===== src/rtl/psca_pkg.sv =====
package psca_pkg;

  // number of command sources, rank 0 is highest priority
  localparam int NUM_SOURCES = 8;
  localparam int IDX_W = (NUM_SOURCES > 1) ? $clog2(NUM_SOURCES) : 1;

  // field widths
  localparam int RANK_W = 3;
  localparam int TIME_W = 32;
  localparam int CMD_W = 16;
  localparam int CMDS_W = 4 * CMD_W;
  localparam int CAL_W = 49;
  localparam int CFG_IDX_W = 3;
  localparam int CFG_DATA_W = CAL_W;

  // stream payload widths, padded to whole bytes
  localparam int IN_BITS = RANK_W + TIME_W + CMDS_W;
  localparam int IN_W = ((IN_BITS + 7) / 8) * 8;
  localparam int OUT_BITS = 2 * (1 + 16 + 16) + 2 * (1 + 15 + 16);
  localparam int OUT_W = ((OUT_BITS + 7) / 8) * 8;

  // q1.14 unity
  localparam logic signed [CMD_W-1:0] Q_ONE = 16'sd16384;
  localparam logic signed [CMD_W-1:0] Q_MINUS_ONE = -16'sd16384;

  // operation codes on tuser
  localparam logic OP_UPDATE = 1'b0;
  localparam logic OP_TICK = 1'b1;

  // configuration register indexes
  localparam logic [CFG_IDX_W-1:0] CFG_MAX_AGE = 3'd0;
  localparam logic [CFG_IDX_W-1:0] CFG_COUPLED = 3'd1;
  localparam logic [CFG_IDX_W-1:0] CFG_FRONT_PRESENT = 3'd2;
  localparam logic [CFG_IDX_W-1:0] CFG_BACK_PRESENT = 3'd3;
  localparam logic [CFG_IDX_W-1:0] CFG_THROTTLE_CAL = 3'd4;
  localparam logic [CFG_IDX_W-1:0] CFG_STEERING_CAL = 3'd5;
  localparam logic [CFG_IDX_W-1:0] CFG_FRONT_CAL = 3'd6;
  localparam logic [CFG_IDX_W-1:0] CFG_BACK_CAL = 3'd7;

  // reset values: centre 1500, min 1000, max 2000, not reversed
  localparam logic [TIME_W-1:0] MAX_AGE_RESET = 32'd100;
  localparam logic [CAL_W-1:0] CAL_RESET = 49'd8590000129500;

  // channel numbers
  localparam logic [1:0] CH_THROTTLE = 2'd0;
  localparam logic [1:0] CH_STEERING = 2'd1;
  localparam logic [1:0] CH_FRONT = 2'd2;
  localparam logic [1:0] CH_BACK = 2'd3;
  localparam int NUM_CH = 4;

  typedef enum logic [1:0] {
    ST_IDLE,
    ST_SCAN,
    ST_MAP,
    ST_DONE
  } psca_state_t;

  typedef struct packed {
    logic [TIME_W-1:0] max_age;
    logic coupled;
    logic front_present;
    logic back_present;
    logic [CAL_W-1:0] throttle_cal;
    logic [CAL_W-1:0] steering_cal;
    logic [CAL_W-1:0] front_cal;
    logic [CAL_W-1:0] back_cal;
  } psca_cfg_t;

  // controller to datapath
  typedef struct packed {
    logic entry_wr;
    logic tick_start;
    logic scan_en;
    logic [IDX_W-1:0] scan_idx;
    logic map_en;
    logic [1:0] map_ch;
    logic fin_en;
    logic [1:0] fin_ch;
    logic out_load;
  } psca_cmd_t;

  // datapath to controller
  typedef struct packed {
    logic out_free;
  } psca_sts_t;

endpackage


===== src/rtl/priority_servo_command_arbiter_top.sv =====
// Priority servo command arbiter. Keeps the latest command of each source,
// indexed by priority rank (0 highest). An update transaction (tuser op 0)
// writes the entry of its rank and gives no result. A tick
// transaction (tuser op 1) scans the table one entry per cycle in rank order,
// picking per channel the first fresh value within -1..+1, then maps the four
// channels to quarter-microsecond servo pulses through one shared
// multiplier: the scan of all NUM_SOURCES entries, then the map of the four
// channels, then the load of the result; the next transaction is taken only
// after the load. The load waits while a previous result still waits in the
// output register. The result sits in an output register, so updates are
// accepted while a result waits. Configuration is written through cfg_we;
// the user must write it only while idle, which the block does not enforce.
module priority_servo_command_arbiter_top (
  input  logic                             clk,
  input  logic                             rst,
  input  logic                             s_axis_tvalid,
  output logic                             s_axis_tready,
  // source_rank[2:0], time_now[34:3], cmd_throttle[50:35],
  // cmd_steering[66:51], cmd_front_brake[82:67], cmd_back_brake[98:83]
  input  logic [psca_pkg::IN_W-1:0]        s_axis_tdata,
  // op[0]
  input  logic [0:0]                       s_axis_tuser,
  output logic                             m_axis_tvalid,
  input  logic                             m_axis_tready,
  // throttle_valid[0], throttle_value[16:1], throttle_pulse[32:17],
  // steering_valid[33], steering_value[49:34], steering_pulse[65:50],
  // front_valid[66], front_value[81:67], front_pulse[97:82],
  // back_valid[98], back_value[113:99], back_pulse[129:114]
  output logic [psca_pkg::OUT_W-1:0]       m_axis_tdata,
  input  logic                             cfg_we,
  input  logic [psca_pkg::CFG_IDX_W-1:0]   cfg_index,
  input  logic [psca_pkg::CFG_DATA_W-1:0]  cfg_data
);
  import psca_pkg::*;

  psca_cfg_t cfg;
  psca_cmd_t cmd;
  psca_sts_t sts;

  // configuration registers
  psca_cfg u_cfg (
    .clk       (clk),
    .rst       (rst),
    .cfg_we    (cfg_we),
    .cfg_index (cfg_index),
    .cfg_data  (cfg_data),
    .cfg       (cfg)
  );

  // sequencer
  psca_ctrl u_ctrl (
    .clk      (clk),
    .rst      (rst),
    .in_valid (s_axis_tvalid),
    .in_op    (s_axis_tuser[0]),
    .in_ready (s_axis_tready),
    .sts      (sts),
    .cmd      (cmd)
  );

  // table, scan and pulse mapping
  psca_dp u_dp (
    .clk       (clk),
    .rst       (rst),
    .cmd       (cmd),
    .cfg       (cfg),
    .in_data   (s_axis_tdata),
    .sts       (sts),
    .out_data  (m_axis_tdata),
    .out_valid (m_axis_tvalid),
    .out_ready (m_axis_tready)
  );

endmodule


===== src/rtl/psca_cfg.sv =====
module psca_cfg (
  input  logic                             clk,
  input  logic                             rst,
  input  logic                             cfg_we,
  input  logic [psca_pkg::CFG_IDX_W-1:0]   cfg_index,
  input  logic [psca_pkg::CFG_DATA_W-1:0]  cfg_data,
  output psca_pkg::psca_cfg_t              cfg
);
  import psca_pkg::*;

  // register file; the user must write it only while the block is idle, which the block itself does not enforce
  always_ff @(posedge clk) begin
    if (rst) begin
      cfg.max_age <= MAX_AGE_RESET;
      cfg.coupled <= 1'b0;
      cfg.front_present <= 1'b0;
      cfg.back_present <= 1'b0;
      cfg.throttle_cal <= CAL_RESET;
      cfg.steering_cal <= CAL_RESET;
      cfg.front_cal <= CAL_RESET;
      cfg.back_cal <= CAL_RESET;
    end else if (cfg_we) begin
      unique case (cfg_index)
        CFG_MAX_AGE: cfg.max_age <= cfg_data[TIME_W-1:0];
        CFG_COUPLED: cfg.coupled <= cfg_data[0];
        CFG_FRONT_PRESENT: cfg.front_present <= cfg_data[0];
        CFG_BACK_PRESENT: cfg.back_present <= cfg_data[0];
        CFG_THROTTLE_CAL: cfg.throttle_cal <= cfg_data;
        CFG_STEERING_CAL: cfg.steering_cal <= cfg_data;
        CFG_FRONT_CAL: cfg.front_cal <= cfg_data;
        CFG_BACK_CAL: cfg.back_cal <= cfg_data;
        default: ;
      endcase
    end
  end

endmodule


===== src/rtl/psca_ctrl.sv =====
module psca_ctrl (
  input  logic                 clk,
  input  logic                 rst,
  input  logic                 in_valid,
  input  logic                 in_op,
  output logic                 in_ready,
  input  psca_pkg::psca_sts_t  sts,
  output psca_pkg::psca_cmd_t  cmd
);
  import psca_pkg::*;

  localparam logic [IDX_W-1:0] LAST_IDX = IDX_W'(NUM_SOURCES - 1);
  localparam logic [2:0] MAP_LAST = 3'(NUM_CH);

  psca_state_t state, state_next;
  logic [IDX_W-1:0] scan_cnt, scan_cnt_next;
  logic [2:0] map_cnt, map_cnt_next;

  // state and counters
  always_ff @(posedge clk) begin
    if (rst) begin
      state <= ST_IDLE;
      scan_cnt <= '0;
      map_cnt <= '0;
    end else begin
      state <= state_next;
      scan_cnt <= scan_cnt_next;
      map_cnt <= map_cnt_next;
    end
  end

  // next state and commands
  always_comb begin
    state_next = state;
    scan_cnt_next = scan_cnt;
    map_cnt_next = map_cnt;
    in_ready = 1'b0;
    cmd = '0;
    cmd.scan_idx = scan_cnt;
    cmd.map_ch = map_cnt[1:0];
    cmd.fin_ch = 2'(map_cnt - 3'd1);
    unique case (state)
      ST_IDLE: begin
        in_ready = 1'b1;
        if (in_valid) begin
          if (in_op == OP_TICK) begin
            cmd.tick_start = 1'b1;
            scan_cnt_next = '0;
            state_next = ST_SCAN;
          end else begin
            cmd.entry_wr = 1'b1;
          end
        end
      end
      // one table entry per cycle in rank order
      ST_SCAN: begin
        cmd.scan_en = 1'b1;
        if (scan_cnt == LAST_IDX) begin
          map_cnt_next = '0;
          state_next = ST_MAP;
        end else begin
          scan_cnt_next = scan_cnt + 1'b1;
        end
      end
      // multiply for channel n overlaps the finish of channel n-1
      ST_MAP: begin
        cmd.map_en = (map_cnt != MAP_LAST);
        cmd.fin_en = (map_cnt != 3'd0);
        if (map_cnt == MAP_LAST) begin
          state_next = ST_DONE;
        end else begin
          map_cnt_next = map_cnt + 3'd1;
        end
      end
      ST_DONE: begin
        if (sts.out_free) begin
          cmd.out_load = 1'b1;
          state_next = ST_IDLE;
        end
      end
      default: state_next = ST_IDLE;
    endcase
  end

endmodule


===== src/rtl/psca_dp.sv =====
module psca_dp (
  input  logic                        clk,
  input  logic                        rst,
  input  psca_pkg::psca_cmd_t         cmd,
  input  psca_pkg::psca_cfg_t         cfg,
  input  logic [psca_pkg::IN_W-1:0]   in_data,
  output psca_pkg::psca_sts_t         sts,
  output logic [psca_pkg::OUT_W-1:0]  out_data,
  output logic                        out_valid,
  input  logic                        out_ready
);
  import psca_pkg::*;

  // input transaction fields
  logic [RANK_W-1:0] in_rank;
  logic [TIME_W-1:0] in_time;
  logic [CMDS_W-1:0] in_cmds;

  assign in_rank = in_data[RANK_W-1:0];
  assign in_time = in_data[RANK_W +: TIME_W];
  assign in_cmds = in_data[RANK_W + TIME_W +: CMDS_W];

  // command table
  logic [NUM_SOURCES-1:0] entry_valid;
  logic [TIME_W-1:0] entry_stamp [NUM_SOURCES];
  logic [CMDS_W-1:0] entry_cmds [NUM_SOURCES];
  logic rank_ok;

  assign rank_ok = (32'(in_rank) < 32'(NUM_SOURCES));

  always_ff @(posedge clk) begin
    if (rst) begin
      entry_valid <= '0;
    end else if (cmd.entry_wr && rank_ok) begin
      entry_valid[IDX_W'(in_rank)] <= 1'b1;
    end
  end

  always_ff @(posedge clk) begin
    if (cmd.entry_wr && rank_ok) begin
      entry_stamp[IDX_W'(in_rank)] <= in_time;
      entry_cmds[IDX_W'(in_rank)] <= in_cmds;
    end
  end

  // scan: freshness of the selected entry
  logic [TIME_W-1:0] now_reg;
  logic [TIME_W-1:0] age;
  logic fresh;
  logic [CMDS_W-1:0] sel_cmds;
  logic [NUM_CH-1:0] found;
  logic signed [CMD_W-1:0] val [NUM_CH];

  assign age = now_reg - entry_stamp[cmd.scan_idx];
  assign fresh = entry_valid[cmd.scan_idx] && (age < cfg.max_age);
  assign sel_cmds = entry_cmds[cmd.scan_idx];

  // first fresh in-range value per channel wins
  always_ff @(posedge clk) begin
    if (cmd.tick_start) begin
      now_reg <= in_time;
      found <= '0;
      for (int c = 0; c < NUM_CH; c++) begin
        val[c] <= '0;
      end
    end else if (cmd.scan_en && fresh) begin
      for (int c = 0; c < NUM_CH; c++) begin
        if (!found[c] && ($signed(sel_cmds[c*CMD_W +: CMD_W]) >= Q_MINUS_ONE) &&
            ($signed(sel_cmds[c*CMD_W +: CMD_W]) <= Q_ONE)) begin
          found[c] <= 1'b1;
          val[c] <= $signed(sel_cmds[c*CMD_W +: CMD_W]);
        end
      end
    end
  end

  // clamps and issue flags
  logic signed [CMD_W-1:0] cval [NUM_CH];
  logic [NUM_CH-1:0] issue;

  always_comb begin
    cval[CH_THROTTLE] = (!cfg.coupled && val[CH_THROTTLE] < 0) ? '0 : val[CH_THROTTLE];
    cval[CH_STEERING] = val[CH_STEERING];
    cval[CH_FRONT] = (val[CH_FRONT] < 0) ? '0 : val[CH_FRONT];
    cval[CH_BACK] = (val[CH_BACK] < 0) ? '0 : val[CH_BACK];
    issue[CH_THROTTLE] = found[CH_THROTTLE];
    issue[CH_STEERING] = found[CH_STEERING];
    issue[CH_FRONT] = found[CH_FRONT] & cfg.front_present;
    issue[CH_BACK] = found[CH_BACK] & cfg.back_present;
  end

  // pulse map, first half: span selection and multiply
  logic [CAL_W-1:0] cal_sel;
  logic [15:0] centre, cal_lo, cal_hi;
  logic signed [17:0] q_raw, q;
  logic signed [16:0] span;
  logic signed [34:0] prod;
  logic [15:0] centre_reg;

  always_comb begin
    unique case (cmd.map_ch)
      CH_THROTTLE: cal_sel = cfg.throttle_cal;
      CH_STEERING: cal_sel = cfg.steering_cal;
      CH_FRONT: cal_sel = cfg.front_cal;
      CH_BACK: cal_sel = cfg.back_cal;
      default: cal_sel = cfg.throttle_cal;
    endcase
    centre = cal_sel[15:0];
    cal_lo = cal_sel[31:16];
    cal_hi = cal_sel[47:32];
    q_raw = {{2{cval[cmd.map_ch][CMD_W-1]}}, cval[cmd.map_ch]};
    q = cal_sel[48] ? -q_raw : q_raw;
    span = (q > 0) ? $signed({1'b0, cal_hi} - {1'b0, centre})
                   : $signed({1'b0, centre} - {1'b0, cal_lo});
  end

  always_ff @(posedge clk) begin
    if (cmd.map_en) begin
      prod <= q * span;
      centre_reg <= centre;
    end
  end

  // pulse map, second half: offset, scale by 1/4096 and saturate
  logic signed [36:0] num;
  logic [15:0] pulse_new;
  logic [15:0] pulse [NUM_CH];

  always_comb begin
    num = $signed({7'd0, centre_reg, 14'd0}) + $signed({{2{prod[34]}}, prod});
    if (num[36]) begin
      pulse_new = '0;
    end else if (|num[35:28]) begin
      pulse_new = 16'hFFFF;
    end else begin
      pulse_new = num[27:12];
    end
  end

  always_ff @(posedge clk) begin
    if (cmd.fin_en) begin
      pulse[cmd.fin_ch] <= pulse_new;
    end
  end

  // result register
  assign sts.out_free = !out_valid || out_ready;

  always_ff @(posedge clk) begin
    if (rst) begin
      out_valid <= 1'b0;
    end else if (cmd.out_load) begin
      out_valid <= 1'b1;
    end else if (out_ready) begin
      out_valid <= 1'b0;
    end
  end

  always_ff @(posedge clk) begin
    if (cmd.out_load) begin
      out_data <= {
        (OUT_W - OUT_BITS)'(0),
        issue[CH_BACK] ? pulse[CH_BACK] : 16'd0,
        issue[CH_BACK] ? cval[CH_BACK][14:0] : 15'd0,
        issue[CH_BACK],
        issue[CH_FRONT] ? pulse[CH_FRONT] : 16'd0,
        issue[CH_FRONT] ? cval[CH_FRONT][14:0] : 15'd0,
        issue[CH_FRONT],
        issue[CH_STEERING] ? pulse[CH_STEERING] : 16'd0,
        issue[CH_STEERING] ? cval[CH_STEERING] : 16'sd0,
        issue[CH_STEERING],
        issue[CH_THROTTLE] ? pulse[CH_THROTTLE] : 16'd0,
        issue[CH_THROTTLE] ? cval[CH_THROTTLE] : 16'sd0,
        issue[CH_THROTTLE]
      };
    end
  end

endmodule

===== config.mk =====
export PLATFORM = sky130hd
export DESIGN_NAME = priority_servo_command_arbiter_top
export DESIGN_NICKNAME = d
export VERILOG_FILES = /design/src/rtl/psca_pkg.sv /design/src/rtl/priority_servo_command_arbiter_top.sv /design/src/rtl/psca_cfg.sv /design/src/rtl/psca_ctrl.sv /design/src/rtl/psca_dp.sv
export SDC_FILE = /design/constraint.sdc
export NUM_CORES = 2
export LEC_CHECK = 0
export ABC_CLOCK_PERIOD_IN_PS = 24600
export BUFFER_PORTS_ARGS = -buffer_cell sky130_fd_sc_hd__buf_2
export CORE_ASPECT_RATIO = 0.7
export CORE_MARGIN = 3
export CORE_UTILIZATION = 35
export DETAILED_ROUTE_END_ITERATION = 16
export PLACE_DENSITY = 0.54
export SLEW_MARGIN = 10
export SYNTH_ARGS = -nofsm -noshare
export SYNTH_HDL_FRONTEND = slang
export SYNTH_SLANG_ARGS = --single-unit

===== constraint.sdc =====
create_clock -name clk -period 24.6 [get_ports clk]
set_clock_uncertainty 0.05 [all_clocks]
set_input_delay 1.23 -clock clk [delete_from_list [all_inputs] [get_ports clk]]
set_output_delay 1.23 -clock clk [all_outputs]
set_load 0.05 [all_outputs]

# Yosys cells after proc, flatten, opt, wreduce, memory -nomap -nowiden
# Memory sizes are Yosys's and may differ from the RTL's. A register that Yosys moved wholly into a read port is not among the register bits.
# Index checks and enable logic that the tools add are counted.
# totals
mem_count	4
ram_bits	896
wordCells	202
in_bits	162
register_bits	465
# classes
magnitude_cmp	17
n_bitwise	8
add_sub_neg	8
eq_ne	23
multipliers	1
n_reduce_logical	46
mux	70
# mem_list
name	depth	word_bits	read_ports	rd_clocked_by_memory_dff	write_ports	line_no	source
u_dp.entry_cmds	8	64	1	1	1	psca_dp.sv:26	logic [CMDS_W-1:0] entry_cmds [NUM_SOURCES];
u_dp.entry_stamp	8	32	1	1	1	psca_dp.sv:25	logic [TIME_W-1:0] entry_stamp [NUM_SOURCES];
u_dp.pulse	4	16	4	4	1	psca_dp.sv:127	logic [15:0] pulse [NUM_CH];
u_dp.val	4	16	4	0	4	psca_dp.sv:52	logic signed [CMD_W-1:0] val [NUM_CH];
# op_table
operator	n
49-bit case mux with 4 select lines	1
16-bit two-way mux	11
16-bit by 15-bit greater-or-equal comparator with 1-bit output (second input constant)	4
16-bit <= comparator (second input constant)	4
16-bit by 1-bit less-than comparator with 1-bit output (second input constant)	3
31-bit by 35-bit adder with 36-bit output	1
18-bit by 17-bit multiplier with 35-bit output	1
1-bit two-way mux	34
16-bit by 16-bit subtractor with 17-bit output	2
16-bit binary-select mux with 2-bit select	1
32-bit less-than comparator	1
32-bit subtractor	1
3-bit two-way mux	9
2-bit AND reduction	12
3-bit == test (second input constant)	6
18-bit by 1-bit > comparator with 1-bit output (second input constant)	1
18-bit two-way mux	1
16-bit negator with 18-bit output	1
17-bit two-way mux	1
2-bit two-way mux	7
1-bit logical AND	12
3-bit case mux with 2 select lines	2
1-bit logical NOT	10
2-bit inequality test (second input constant)	5
other kinds (27)	42

# Depth between registers and ports, before layout
# An unclocked memory read counts as a cell.
# logic_depth
depth_word	12
mapped_depth	49
mapped_depth_nobuf	44

# Cells and area by module
# From an unflattened synthesis, not the netlist that was laid out.
# hier_totals
cells_unflattened	4863
area_unflattened_um2	68202.9
# modules_own_cells
mod	cells_each	area_per_inst_um2	n_inst
psca_dp	3969	58676.3	1
psca_cfg	825	8923.6	1
psca_ctrl	69	603.1	1

# Least setup slack after synthesis
# No wires, ideal clock.
# synth_path
path_kind	reg2reg
start	register u_ctrl.map_cnt[0]
end	register u_dp.prod[29], data pin
path_stages_with_launch	47
setup_slack_ns	14.360
synth_period_minus_slack_ns	10.240
t_arrival_ns	9.928
setup_time_ns	0.262
cell_sequence	dfxtp_1 -> buf_4 -> inv_2 -> buf_2 -> ha_1 -> clkbuf_1 -> clkbuf_1 -> buf_1 -> a222oi_1 -> a21oi_1 -> ha_1 -> inv_1 -> fa_1 -> a21o_1 -> a21oi_1 -> o21ai_0 -> a21oi_1 -> o21ai_0 -> [11 not listed] -> fa_1 -> fa_1 -> fa_1 -> fa_1 -> fa_1 -> inv_1 -> fa_1 -> inv_1 -> ha_1 -> a21o_1 -> a21oi_1 -> nor2_1 -> a21oi_1 -> o31ai_2 -> or4_4 -> a31oi_2 -> o21ai_1 -> xor2_1
# synth_via
elab_chain_cells	9
elab_cells_between_ends	16
# synth_lines
item	line_no	source
start: declaration	psca_ctrl.sv:17	logic [2:0] map_cnt, map_cnt_next;
start signal: assignment	psca_ctrl.sv:28	map_cnt <= map_cnt_next;
2-bit inverter with 3-bit output (implied by the code)	psca_dp.sv:111	q_raw = {{2{cval[cmd.map_ch][CMD_W-1]}}, cval[cmd.map_ch]};
16-bit binary-select mux with 2-bit select	psca_dp.sv:111	
16-bit two-way mux (implied by the code) (2 in a row)	psca_dp.sv:111	
16-bit negator with 18-bit output	psca_dp.sv:112	q = cal_sel[48] ? -q_raw : q_raw;
18-bit two-way mux	psca_dp.sv:112	
18-bit by 1-bit > comparator with 1-bit output	psca_dp.sv:113	span = (q > 0) ? $signed({1'b0, cal_hi} - {1'b0, centre})
17-bit two-way mux	psca_dp.sv:113	
18-bit by 17-bit multiplier with 35-bit output (*)	psca_dp.sv:119	prod <= q * span;
end signal: assignment	psca_dp.sv:119	
end: declaration	psca_dp.sv:97	logic signed [34:0] prod;
# Every way passes the cells marked *; elsewhere a longest branch is shown, timed or not. The select of a mux whose other input is x is not followed.
# A chain may end at the register's enable or synchronous reset.

# Worst setup path after layout
# layout_path
start	register u_ctrl.map_cnt[1]
end	register u_dp.prod[34], data pin
# layout_via
elab_cells_between_ends	16
# layout_lines
item	line_no	source
2-bit == test (tied with other cells)	psca_dp.sv:101	unique case (cmd.map_ch)
49-bit case mux with 4 select lines (*)	psca_dp.sv:101	
via u_dp.cal_sel[3]	psca_dp.sv:93	logic [CAL_W-1:0] cal_sel;
16-bit by 16-bit subtractor with 17-bit output (on tied branches)	psca_dp.sv:114, psca_dp.sv:113	
17-bit two-way mux (*)	psca_dp.sv:113	
18-bit by 17-bit multiplier with 35-bit output (*)	psca_dp.sv:119	
# The timed path passes the listed nets; every way through them passes the cells marked *. The select of a mux whose other input is x is not followed.

==> impl_results.html <==
<table>
<tr><th>Metric</th><th>Value</th></tr>
<tr><th colspan="2">Outcome</th></tr>
<tr><td>Status</td><td>completed</td></tr>
<tr><th colspan="2">Logic synthesis</th></tr>
<tr><td>Syn avg cell area</td><td>13.1 um^2</td></tr>
<tr><td>Sequential element share of the synthesized area</td><td>56.7%</td></tr>
<tr><td>Area leader, netlist</td><td>sky130_fd_sc_hd__edfxtp_1</td></tr>
<tr><td>Share of the synthesized area in the top cell type</td><td>49.1%</td></tr>
<tr><td>Share of cell area taken by muxes after synthesis</td><td>8.60%</td></tr>
<tr><td>Flip-flop cell with the highest count after synthesis</td><td>sky130_fd_sc_hd__edfxtp_1</td></tr>
<tr><td>Mapped Area</td><td>0.0671 mm^2</td></tr>
<tr><td>Cell types with the largest area share after synthesis</td><td>sky130_fd_sc_hd__edfxtp_1 (49%), sky130_fd_sc_hd__fa_1 (9.4%), sky130_fd_sc_hd__dfxtp_1 (7.6%), sky130_fd_sc_hd__mux4_2 (6.5%), sky130_fd_sc_hd__nand2_1 (4.0%)</td></tr>
<tr><td>Synth warnings</td><td>0</td></tr>
<tr><td>Proportion of register bits with asynchronous set or reset after synthesis</td><td>0%</td></tr>
<tr><td>Post-synthesis share of cell area spent on xor and xnor gates</td><td>1.38%</td></tr>
<tr><td>Adder and majority cell fraction of the synthesized area</td><td>13.2%</td></tr>
<tr><td>Count of distinct cell types in the synthesized netlist</td><td>87</td></tr>
<tr><td>Gate count of the mapped netlist</td><td>5115</td></tr>
<tr><td>Number of enable flip-flop cells after synthesis</td><td>1097</td></tr>
<tr><td>Fraction of the mapped netlist area in compound gates</td><td>6.29%</td></tr>
<tr><td>Number of register bits inferred by synthesis</td><td>1352</td></tr>
<tr><td>Simple-gate share of the synthesized area</td><td>9.95%</td></tr>
<tr><td>Largest family of logic cells by synthesized area</td><td>adder cells</td></tr>
<tr><th colspan="2">Clock network</th></tr>
<tr><td>Clock root buffer</td><td>sky130_fd_sc_hd__clkbuf_16</td></tr>
<tr><td>Number of sinks driven by the clock tree</td><td>1352</td></tr>
<tr><td>Buffers inserted during post-CTS setup optimization</td><td>0</td></tr>
<tr><td>Worst-case clock buffer depth</td><td>4</td></tr>
<tr><td>Insertion delay of the later-clocked pin in the worst-skew pair</td><td>800 ps</td></tr>
<tr><td>Post-CTS clock slew at the launch and capture registers of the worst setup and hold paths</td><td>60 ps</td></tr>
<tr><td>Number of buffers added by the clock tree synthesis step</td><td>146</td></tr>
<tr><td>Clock tree from TritonCTS</td><td>done</td></tr>
<tr><td>Maximum level of the CTS H-tree</td><td>4</td></tr>
<tr><td>Hold-fix buffers, CTS</td><td>0</td></tr>
<tr><td>Number of gates resized after CTS</td><td>0</td></tr>
<tr><th colspan="2">Placed design</th></tr>
<tr><td>HPWL Detailed</td><td>130000 um</td></tr>
<tr><td>Port buffer count</td><td>288</td></tr>
<tr><td>Global placer's final weighted congestion</td><td>0.867</td></tr>
<tr><td>Placed instance count</td><td>7749</td></tr>
<tr><th colspan="2">Setup path</th></tr>
<tr><td>Delay of the slowest cell on the worst path</td><td>730 ps</td></tr>
<tr><td>WP data required</td><td>25050 ps</td></tr>
<tr><td>Slack of the worst reg-to-reg path</td><td>12140 ps</td></tr>
<tr><td>Origin of the critical flop-to-flop path</td><td>u_ctrl.map_cnt[1]$_SDFFE_PP0P_</td></tr>
<tr><td>Depth of the worst register-to-register path</td><td>40</td></tr>
<tr><td>Standard cell with the maximum stage delay on the critical path</td><td>sky130_fd_sc_hd__ha_2</td></tr>
<tr><td>Endpoint type of the worst setup path</td><td>flip-flop</td></tr>
<tr><td>Crit path kind</td><td>flip-flop to flip-flop</td></tr>
<tr><td>Critical path destination</td><td>u_dp.prod[34]$_DFFE_PP_</td></tr>
<tr><td>Launch point of the worst path</td><td>u_ctrl.map_cnt[1]$_SDFFE_PP0P_</td></tr>
<tr><td>Data arrival at the endpoint of the critical path</td><td>12920 ps</td></tr>
<tr><td>Critical path launch point type</td><td>flip-flop</td></tr>
<tr><td>Worst reg2reg endpoint</td><td>u_dp.prod[34]$_DFFE_PP_</td></tr>
<tr><td>Worst Path Max Fanout</td><td>31</td></tr>
<tr><th colspan="2">GRT</th></tr>
<tr><td>Number of global-route vias before repair</td><td>41600</td></tr>
<tr><td>Overall track demand over capacity in global routing</td><td>19.4%</td></tr>
<tr><td>Wire length of the first global-routing pass</td><td>282000 um</td></tr>
<tr><td>Pin count of the biggest net entering global routing</td><td>105</td></tr>
<tr><td>Number of antenna violations at the first check in global routing</td><td>50</td></tr>
<tr><td>GRT Residual Overflow</td><td>0</td></tr>
<tr><th colspan="2">Finish</th></tr>
<tr><td>Fraction of final layout cells sized beyond drive strength 1</td><td>15.6%</td></tr>
<tr><td>Commonest cells after routing, fill and taps aside</td><td>sky130_fd_sc_hd__edfxtp_1 (1097), sky130_fd_sc_hd__nand2_1 (714), sky130_fd_sc_hd__inv_1 (433)</td></tr>
<tr><td>Layout Nets</td><td>6082</td></tr>
<tr><td>Total area of multi-input combinational cells</td><td>0.0267 mm^2</td></tr>
<tr><td>Most common cell after layout, fill and taps aside</td><td>sky130_fd_sc_hd__edfxtp_1</td></tr>
<tr><td>Flip-flop count of the largest register after layout</td><td>512</td></tr>
<tr><td>Filler instances</td><td>17600</td></tr>
<tr><td>Register ranked first by flip-flop count</td><td>u_dp.entry_cmds</td></tr>
<tr><td>Sequential cell area in the final layout</td><td>0.0381 mm^2</td></tr>
<tr><td>Finished Core Util</td><td>40.2%</td></tr>
<tr><td>Final cell count without fillers</td><td>8014</td></tr>
<tr><td>Synthesis-to-layout area growth</td><td>13.4%</td></tr>
<tr><td>Biggest registers after layout</td><td>u_dp.entry_cmds x512, u_dp.entry_stamp x256, u_cfg.cfg x231</td></tr>
<tr><th colspan="2">Job</th></tr>
<tr><td>Total of max-cap violations</td><td>0</td></tr>
<tr><th colspan="2">STA</th></tr>
<tr><td>Crit share post-route</td><td>50.7%</td></tr>
<tr><td>Tmin final</td><td>12460 ps</td></tr>
<tr><td>Slew Viols, Final</td><td>0</td></tr>
<tr><td>Worst slew margin relative to its limit</td><td>9.98%</td></tr>
<tr><td>Tightest Pin Transition</td><td>1340 ps</td></tr>
<tr><td>Min Hold Slack</td><td>401 ps</td></tr>
<tr><td>Setup repair after global routing missed its margin</td><td>false</td></tr>
<tr><td>Maximum clock frequency</td><td>0.0802 GHz</td></tr>
<tr><td>Final setup TNS</td><td>0 ps</td></tr>
<tr><td>Endpoints failing hold</td><td>0</td></tr>
<tr><td>Total of endpoints with negative setup slack in the final report</td><td>0</td></tr>
<tr><th colspan="2">Floorplan</th></tr>
<tr><td>Starting density of the core</td><td>35.5%</td></tr>
<tr><td>Std cell rows</td><td>133</td></tr>
<tr><td>Height of the chip</td><td>372 um</td></tr>
<tr><td>Total core area</td><td>0.189 mm^2</td></tr>
<tr><td>Boundary Pins</td><td>300</td></tr>
<tr><td>Area of the die</td><td>0.197 mm^2</td></tr>
<tr><td>Die outline width</td><td>529 um</td></tr>
<tr><th colspan="2">Detailed routing</th></tr>
<tr><td>Detail-routed net length per standard cell</td><td>24.0 um</td></tr>
<tr><td>Number of vias per cell</td><td>5.18</td></tr>
<tr><td>Drt first-iter violations</td><td>3977</td></tr>
<tr><td>Total Routed Length</td><td>192000 um</td></tr>
<tr><td>DR DRC count</td><td>0</td></tr>
<tr><td>Number of nets with antenna violations after routing</td><td>0</td></tr>
<tr><td>Via count of the routed design</td><td>41500</td></tr>
<tr><td>Detailed Routing Iterations Pass 1</td><td>8</td></tr>
<tr><th colspan="2">Worst hold path</th></tr>
<tr><td>Class of the tightest hold or removal check</td><td>flip-flop to flip-flop</td></tr>
</table>
==> worst min-delay path by stage <==
stage | from | to | slack [ps] | cells past startpoint
after global placement | u_cfg.cfg[174]$_SDFFE_PP0P_ | u_cfg.cfg[174]$_SDFFE_PP0P_ | 390 | 2
after CTS | u_cfg.cfg[175]$_SDFFE_PP0P_ | u_cfg.cfg[175]$_SDFFE_PP0P_ | 400 | 2
after floorplan | u_cfg.cfg[173]$_SDFFE_PP0P_ | u_cfg.cfg[173]$_SDFFE_PP0P_ | 380 | 2
after global routing | u_cfg.cfg[175]$_SDFFE_PP0P_ | u_cfg.cfg[175]$_SDFFE_PP0P_ | 420 | 2
after detailed placement | u_cfg.cfg[175]$_SDFFE_PP0P_ | u_cfg.cfg[175]$_SDFFE_PP0P_ | 390 | 2
final | u_cfg.cfg[178]$_SDFFE_PP0P_ | u_cfg.cfg[178]$_SDFFE_PP0P_ | 400 | 2
==> per-stage QoR <==
step | instance area (um^2) | setup WS (ps)
floorplan | 67100 | 14360
global placement | 71700 | 12530
detailed placement | 71700 | 12420
CTS | 76100 | 12350
global route | 76100 | 11590
finish | 76100 | 12140
==> routing by layer <==
layer	global-route usage [%]	vias up	part of all wire, %
met5	0	-	0.066
met4	4.11	20	1.9
met3	5.07	251	8.8
met2	29.0	1505	44
met1	28.3	21000	46
li1	-	18700	-
==> final cells by class <==
| cell class | instances | area share (%) |
|---|---|---|
| Antenna cell | 21 | 0.0690 |
| Clock buffer | 188 | 5.19 |
| Clock inverter | 56 | 0.556 |
| Inverter | 436 | 2.15 |
| Multi-Input combinational cell | 3090 | 35.1 |
| Sequential cell | 1352 | 50.0 |
| Tap cell | 2497 | 4.10 |
| Timing Repair Buffer | 374 | 2.80 |
==> cell usage after synthesis (20+ instances only) <==
library cell,number
sky130_fd_sc_hd__xor2_1,29
sky130_fd_sc_hd__nand2_1,714
sky130_fd_sc_hd__a21oi_1,262
sky130_fd_sc_hd__edfxtp_1,1097
sky130_fd_sc_hd__mux2i_1,114
sky130_fd_sc_hd__nand3b_1,76
sky130_fd_sc_hd__and3_1,62
sky130_fd_sc_hd__mux4_2,194
sky130_fd_sc_hd__inv_1,435
sky130_fd_sc_hd__mux2_2,23
sky130_fd_sc_hd__nand2b_1,34
sky130_fd_sc_hd__and2_1,91
sky130_fd_sc_hd__nor2b_1,32
sky130_fd_sc_hd__a21o_1,38
sky130_fd_sc_hd__o21a_1,39
sky130_fd_sc_hd__nand3_1,20
sky130_fd_sc_hd__fa_1,315
sky130_fd_sc_hd__a222oi_1,34
sky130_fd_sc_hd__o21ai_0,96
sky130_fd_sc_hd__nor2_1,326
sky130_fd_sc_hd__nor3_1,32
sky130_fd_sc_hd__nand4_1,21
sky130_fd_sc_hd__clkbuf_1,185
sky130_fd_sc_hd__ha_1,205
sky130_fd_sc_hd__dfxtp_1,255
sky130_fd_sc_hd__buf_1,42
sky130_fd_sc_hd__xnor2_1,77
sky130_fd_sc_hd__a22oi_1,23
==> worst max-delay path: cells and delay by family (launching register included) <==
family	cells	cell delay, ps
buffers and inverters	6	1070
and+or+nand+nor	5	1130
muxes	2	830
AOI/OAI and AO/OA	17	4720
xor gates and xnor gates	1	110
adders and majority gates	9	3880
DFF	1	320
==> kinds of logic after synthesis <==
| family | after synthesis |
|---|---|
| simple gates | 1469 |
| buf+inv | 678 |
| xor+xnor | 106 |
| other cells | 1 |
| compound gates | 658 |
| fa+ha+maj | 520 |
| mux | 331 |
| flops | 1352 |
Power is left out: the tool's default activity adds up to more than one toggle a clock period on the data nets, which glitch-free logic cannot reach.
